===== src/rtl/bf_mix.sv =====
// Blowfish F function over the four S-box words of one round.
module bf_mix (
	input  logic [31:0] s0,
	input  logic [31:0] s1,
	input  logic [31:0] s2,
	input  logic [31:0] s3,
	output logic [31:0] f
);
	assign f = ((s0 + s1) ^ s2) + s3;
endmodule

===== config.mk =====
export PLATFORM = sky130hd
export DESIGN_NAME = bf_mix
export DESIGN_NICKNAME = d
export VERILOG_FILES = /design/src/rtl/bf_mix.sv
export SDC_FILE = /design/constraint.sdc
export NUM_CORES = 1
export LEC_CHECK = 0
export BUFFER_PORTS_ARGS = -buffer_cell sky130_fd_sc_hd__buf_2
export CAP_MARGIN = 20
export CELL_PAD_IN_SITES_DETAIL_PLACEMENT = 0
export CELL_PAD_IN_SITES_GLOBAL_PLACEMENT = 2
export CORE_MARGIN = 2
export CORE_UTILIZATION = 26
export DETAILED_ROUTE_END_ITERATION = 12
export MAX_ROUTING_LAYER = met4
export PLACE_DENSITY = 0.92
export REMOVE_ABC_BUFFERS = 1
export SETUP_SLACK_MARGIN = 0.3
export SYNTH_ARGS = -nofsm -noshare
export SYNTH_HDL_FRONTEND = slang
export SYNTH_SLANG_ARGS = --single-unit

===== constraint.sdc =====
create_clock -name vclk -period 7.91
set_input_delay 1.1865 -clock vclk [all_inputs]
set_output_delay 1.1865 -clock vclk [all_outputs]
set_load 0.05 [all_outputs]

== Word level (Yosys, flattened, before mapping) ==
Index checks and enable logic that the tools add are counted.
Widths: inputs -> output; s select.

* Add/sub/neg operators: 2
* Bitwise operators: 1

{| class="wikitable"
|+ Operators with widths
! operator !! number
|-
| $add 32x32->32 || 2
|-
| $xor 32x32->32 || 1
|}

* Bits in registers: 0
* Bits of input ports: 128
* Output and inout port bits: 32
* Logic and storage cells: 3

== Longest topological paths before layout ==
Gate-level depths: netlist of the first run.

* Depth in word-level cells: 3
* Gate-level depth with buffers: 21
* Gate-level depth less buffers: 21

== Worst setup path after synthesis of the first run ==
Ideal clock, no wire load.

* Path type: input to output
* Start point: input s0[3]
* End point: output f[30]
* Arrival: 5.904 ns
* Data required time: 6.724 ns
* Slack: 0.819 ns
* Cell stages on the path: 21
* Buffers on the path: 1
* Cells stage by stage: ha_1 a21oi_2 nor2b_1 or3_4 a211o_1 a21o_1 a21o_1 a31o_1 a2111oi_0 a311oi_1 ha_1 clkbuf_1 a21o_1 a21oi_1 nor2b_1 o21ai_1 a211oi_1 o31a_1 o311ai_2 a31oi_1 xor2_1

* Cells in the longest elaborated chain, start to end: 3

{| class="wikitable"
|+ Ends and longest elaborated chain
! what !! line !! source
|-
| from (decl) || 3 || <nowiki>input logic [31:0] s0,</nowiki>
|-
| $add 32x32->32 || 9 || <nowiki>assign f = ((s0 + s1) ^ s2) + s3;</nowiki>
|-
| $xor 32x32->32 || 9 ||
|-
| $add 32x32->32 || 9 ||
|-
| to (decl) || 7 || <nowiki>output logic [31:0] f</nowiki>
|}

No other way between the ends.

== Worst setup path in the final report of the first run ==
Ends and elaborated chain as after synthesis.

==> results of run 1 <==
-- kinds of logic (layout without fill, tap and decap cells) --
logic type,after synthesis,in the layout,synth area share
fa+ha+maj,69,69,0.245
other cells,0,4,0
compound gates,172,172,0.316
xor+xnor,88,88,0.215
buf+inv,17,172,0.0178
simple gates,151,151,0.205
-- how the worst min path moves through the flow --
stage / endpoint / slack [ns] / depth (start not counted)
5_1_grt: f[0] / 2.82 / 3
2_1_floorplan: f[0] / 2.75 / 1
4_1_cts: f[0] / 2.81 / 3
3_5_place_dp: f[0] / 2.81 / 3
3_3_place_gp: f[0] / 2.82 / 3
6_report: f[0] / 2.81 / 3
-- worst max-delay path, delay by kind of cell --
| kind | cells | cell delay, ns |
|---|---|---|
| compound gates | 14 | 3.04 |
| buf+inv | 2 | 0.38 |
| fa+ha+maj | 2 | 0.74 |
| xor+xnor | 1 | 0.16 |
| simple gates | 3 | 0.50 |
-- power by group through the flow --
stage	combinational [mW]	clock, mW	sequential (mW)
after floorplan	0.916	0	0
after global placement	1.17	0	0
after detailed placement	1.17	0	0
after CTS	1.18	0	0
after global routing	1.27	0.0000000507	0
final	1.18	0.0000000677	0
-- per-stage QoR --
stage	cells	setup WS [ns]	hold slack (ns)	power (mW)	cell area [sq um]
global route	831	0.340	2.82	1.27	4590
detailed placement	828	0.756	2.81	1.17	4580
global placement	828	0.822	2.82	1.17	4580
floorplan	492	0.882	2.75	0.916	3560
finish	832	0.704	2.81	1.18	4590
CTS	828	0.734	2.81	1.18	4580
-- what timing repair did --
action	CTS	global route
resized for setup	0	1
endpoints found under the setup margin	0	1
setup buffers	0	0
-- Yosys cell counts, drive strengths merged, types with 9 or more instances --
| library cell | instances | area [sq um] |
|---|---|---|
| ha | 67 | 838 |
| nor3 | 15 | 75.1 |
| xnor2 | 67 | 587 |
| nor2b | 9 | 56.3 |
| nand2 | 36 | 135 |
| a21oi | 55 | 279 |
| nor2 | 45 | 169 |
| o21a | 9 | 67.6 |
| inv | 12 | 45.0 |
| a21o | 24 | 181 |
| nand3 | 9 | 45.0 |
| xor2 | 21 | 184 |
| o21ai | 30 | 150 |
-- layout make-up --
cell class | count | area (sq um) | share of cell area
multi-input cells | 480 | 3520 | 0.766
repair buffers | 160 | 801 | 0.174
well taps | 176 | 220 | 0.0479
inverters | 12 | 45.0 | 0.00981
diodes | 4 | 10.0 | 0.00218
-- metal layers --
metal,GRT usage,vias to the layer above
met5,-,-
met4,0.0295,0
met3,0.0103,12
met2,0.273,119
met1,0.230,1917
li1,-,2164
==> results.md, run 1 <==
* Combinational power share at 1.000
* Unrepaired setup endpoints after global routing: false
* Total GRT Usage at 0.167
* Syn_area_per_cell at 7.20 sq um
* First-pass GRT wire length at 19700 um
* Fin crit share at 0.911
* Worst hold path type: primary input to primary output
* Element type at the critical path end: primary output
* Initial Util at 0.268
* Final Hold Viols at 0
* Critical path endpoint: f[30]
* Final number of setup-violating endpoints at 0
* PortBufs at 160
* Max Fanout on Critical Path at 7
* Area growth from synthesis to layout at 28.3%
* Final min period at 7.21 ns
* Commonest non-fill, non-tap cell in the layout: buf_2
* Drc violations at 0
* Clock power share at 0
* Largest net degree at the start of global routing at 9
* Commonest cells after routing, fill and taps aside: 160 x buf_2, 67 x xnor2_1, 67 x ha_1, 54 x a21oi_1, 45 x nor2_1
* Crit-path max cell delay at 0.41 ns
* Seq/Total Area, Yosys at 0
* Pleak at 2.23 nW
* Crit-path cells: buf_2 > ha_1 > a21oi_2 > nor2b_1 > or3_4 > a211o_1 > a21o_1 > a21o_1 > a31o_1 > a2111oi_1 > a311oi_1 > ha_1 > a21o_1 > a21oi_1 > nor2b_1 > o21ai_1 > a211oi_1 > o31a_1 > o311ai_2 > a31oi_1 > xor2_1 > buf_2
* Number of fill cells at 1491
* Number of I/O pins at 160
* Setup TNS at 0 ns
* Drt first pass iters at 5
* Least-Margin Pin Slew at 0.452 ns
* Int Pwr at 373 uW
* Critical Path Source: s0[3]
* Worst Setup Start Kind: primary input
* Switching pwr at 805 uW
* Status: finished clean
* Max Freq at 139 MHz
* Yosys warns at 0
* FF+latch area at 0 sq um
* Critical Path RT at 6.72 ns
* Most frequent cell on the critical path: a21o_1
* Floorplan die height at 121 um
* Met1 WL at 5920 um
* PD cells at 256 nW/um^2
* Row cnt at 42
* Final Util at 0.344
* Seq_cells at 0
* Overflow after GRT at 0
* Final wirelength at 12600 um
* Vias at 4212
* Critical path's slowest cell: a2111oi_1
* Slew Viols, Final at 0
* Met2 wire len at 5930 um
* Detailed placer's ending HPWL at 11200 um
* Routed wl met3 at 580 um
* Sw Ratio at 0.684
* Initial antenna violation count at 3
* DR vias/cell at 5.06
* Slew HR at 0.696
* Initial DRC count at 251
* Library cells used by synthesis at 54
* Gpl congestion at 0.960
* CLK BUF at 0
* Die ar. at 14700 sq um
* CP arrival at 6.02 ns
* Layout cells sized above 1 at 0.259
* Peak supply drop at 169 uV
* Hold Buf Count CTS at 0
* Mapped Area at 3580 sq um
* Antenna-violating nets left at 0
* Area of the core at 13300 sq um
* Sequential Power Share at 0
* Number of global-route vias before repair at 4065
* WS Path Type: primary input to primary output
* Highest metal used: met4
* Per-cell routed wire length at 15.2 um
* Die width at 121 um
* Worst Min Path Start: s3[0]
* Mapped Cells at 497
* Maxcap violations at 0
* NumNets Final at 851
(Power assumes the default switching activity.)
==> run 2: changes to the inputs <==
--- a/config.mk
+++ b/config.mk
@@ -9,6 +9,7 @@
 export CAP_MARGIN = 20
 export CELL_PAD_IN_SITES_DETAIL_PLACEMENT = 0
 export CELL_PAD_IN_SITES_GLOBAL_PLACEMENT = 2
+export CORE_ASPECT_RATIO = 1.25
 export CORE_MARGIN = 2
 export CORE_UTILIZATION = 26
 export DETAILED_ROUTE_END_ITERATION = 12
@@ -19,3 +20,4 @@
 export SYNTH_ARGS = -nofsm -noshare
 export SYNTH_HDL_FRONTEND = slang
 export SYNTH_SLANG_ARGS = --single-unit
+export TNS_END_PERCENT = 10
==> run 2 against run 1 <==
Net effect:
- routed wire length up 1.3%
- first-iteration DRC count down 25%
- fmax about the same
- die area about the same
- flip-flop and latch count unchanged
- total power up 0.76%
- worst setup slack better by 0.0067 ns
- critical path type unchanged
- count of clock-buffer cells in the layout unchanged
- non-clock buffer count unchanged
- sequential share of layout area unchanged
- combinational power about the same
==> results.md, run 2 (synthesis gave the netlist of run 1 again) <==
* Total GRT Usage at 0.170
* WS Path Type: primary input to primary output
* Hold path cells at 3
* Sequential Power Share at 0
* Number of I/O pins at 160
* Critical Path RT at 6.72 ns
* Number of global-route vias before repair at 4061
* Area of the core at 13300 sq um
* Worst hold path type: primary input to primary output
* Commonest cells after routing, fill and taps aside: 160 x buf_2, 67 x xnor2_1, 67 x ha_1, 54 x a21oi_1, 45 x nor2_1
* Least-Margin Pin Slew at 0.532 ns
* Layout cells sized above 1 at 0.259
* First-pass GRT wire length at 19700 um
* Setup bufs post-CTS at 0
* Critical path's slowest cell: a2111oi_0
* Largest net degree at the start of global routing at 9
* Die ar. at 14700 sq um
* Finished Cell Area at 4580 sq um
* PD cells at 259 nW/um^2
* Crit-path cells: buf_2 > ha_1 > a21oi_2 > nor2b_1 > or3_4 > a211o_1 > a21o_1 > a21o_1 > a31o_1 > a2111oi_0 > a311oi_1 > ha_1 > a21o_1 > a21oi_1 > nor2b_1 > o21ai_1 > a211oi_1 > o31a_1 > o311ai_2 > a31oi_1 > xor2_1 > buf_2
* Detailed placer's ending HPWL at 11500 um
* Highest metal used: met4
* Die width at 109 um
* CP arrival at 6.01 ns
* Hold Path End: f[0]
* Status: finished clean
* Final number of setup-violating endpoints at 0
* NumNets Final at 851
* Slew HR at 0.636
* Hold Buf Count CTS at 0
* Placed Cells at 823
* Drt first pass iters at 4
* Routed wl met3 at 1070 um
* Worst hold margin at 2.82 ns
* Final cell count without fillers at 826
* Seq_cells at 0
* Met2 wire len at 6230 um
* Worst Setup Start Kind: primary input
* PortBufs at 160
* Slew Viols, Final at 0
* Met1 WL at 5290 um
* Setup TNS at 0 ns
* CLK BUF at 0
* Floorplan die height at 135 um
* Gpl congestion at 0.939
* Switching pwr at 814 uW
* Sw Ratio at 0.686
* Final wirelength at 12800 um
* Area growth from synthesis to layout at 28.0%
* Element type at the critical path end: primary output
* Clock power share at 0
* Post-cts repair resize count at 0
* Final min period at 7.20 ns
* Maxcap violations at 0
* Initial antenna violation count at 3
* Final Hold Viols at 0
* Pleak at 2.23 nW
* Max Fanout on Critical Path at 7
* FF+latch area at 0 sq um
* Worst Min Path Start: s3[0]
* Row cnt at 47
* Initial DRC count at 189
* Post-DP Area at 4580 sq um
* Crit-path max cell delay at 0.40 ns
* Fin crit share at 0.910
* Overflow after GRT at 0
* DR vias/cell at 5.06
* Antenna-violating nets left at 0
* Initial Util at 0.268
* Unrepaired setup endpoints after global routing: false
* Max Freq at 139 MHz
* Number of fill cells at 1468
* Drc violations at 0
* Vias at 4176
* Combinational power share at 1.000
* Most frequent cell on the critical path: a21o_1
* Commonest non-fill, non-tap cell in the layout: buf_2
* Int Pwr at 373 uW
* Per-cell routed wire length at 15.5 um
* Peak supply drop at 205 uV
-- run 2: cell types whose count changed in the layout (fill, tap and decap cells not counted), sizes merged --
cell,previous run,this run
diode,4,3
-- run 2: through the flow --
step	power, mW	utilization	setup WS (ns)
final	1.19	0.343	0.710
after global routing	1.28	0.343	0.319
after CTS	1.19	0.343	0.699
after detailed placement	1.19	0.343	0.716
after global placement	1.18	0.343	0.824
after floorplan	0.916	-	0.882
-- run 2: worst max path at each step --
| stage | depth (start not counted) | startpoint | slack [ns] | to |
|---|---|---|---|---|
| after floorplan | 20 | s0[3] | 0.88 | f[30] |
| after global placement | 22 | s0[1] | 0.82 | f[28] |
| after detailed placement | 22 | s0[3] | 0.72 | f[30] |
| after CTS | 22 | s0[3] | 0.70 | f[30] |
| after global routing | 22 | s0[3] | 0.32 | f[28] |
| final | 22 | s0[3] | 0.71 | f[30] |
-- run 2: cell type report --
class | count | area, sq um | share of cell area
multi-input combinational | 480 | 3520 | 0.767
timing repair buffer | 160 | 801 | 0.175
tap | 171 | 214 | 0.0467
inverter | 12 | 45.0 | 0.00983
antenna | 3 | 7.51 | 0.00164
-- run 2: worst max-delay path, delay by kind of cell --
kind	cells	cell delay, ns
AO/OA/AOI/OAI	14	3.03
XOR/XNOR	1	0.16
adder cells (fa/ha/maj)	2	0.75
buffers and inverters	2	0.38
AND/OR/NAND/NOR	3	0.51
-- run 2: per-layer routing --
layer  track usage  vias up
met1         0.201     1833
met2         0.312      174
met4        0.0228        0
met3        0.0202       12
li1              -     2157
met5             -        -
-- run 2: power groups by stage --
| stage | Clock [mW] | Combinational [mW] | Sequential, mW |
|---|---|---|---|
| 4_1_cts | 0 | 1.19 | 0 |
| 6_report | 0.0000000507 | 1.19 | 0 |
| 3_3_place_gp | 0 | 1.18 | 0 |
| 3_5_place_dp | 0 | 1.19 | 0 |
| 2_1_floorplan | 0 | 0.916 | 0 |
| 5_1_grt | 0.0000000507 | 1.28 | 0 |
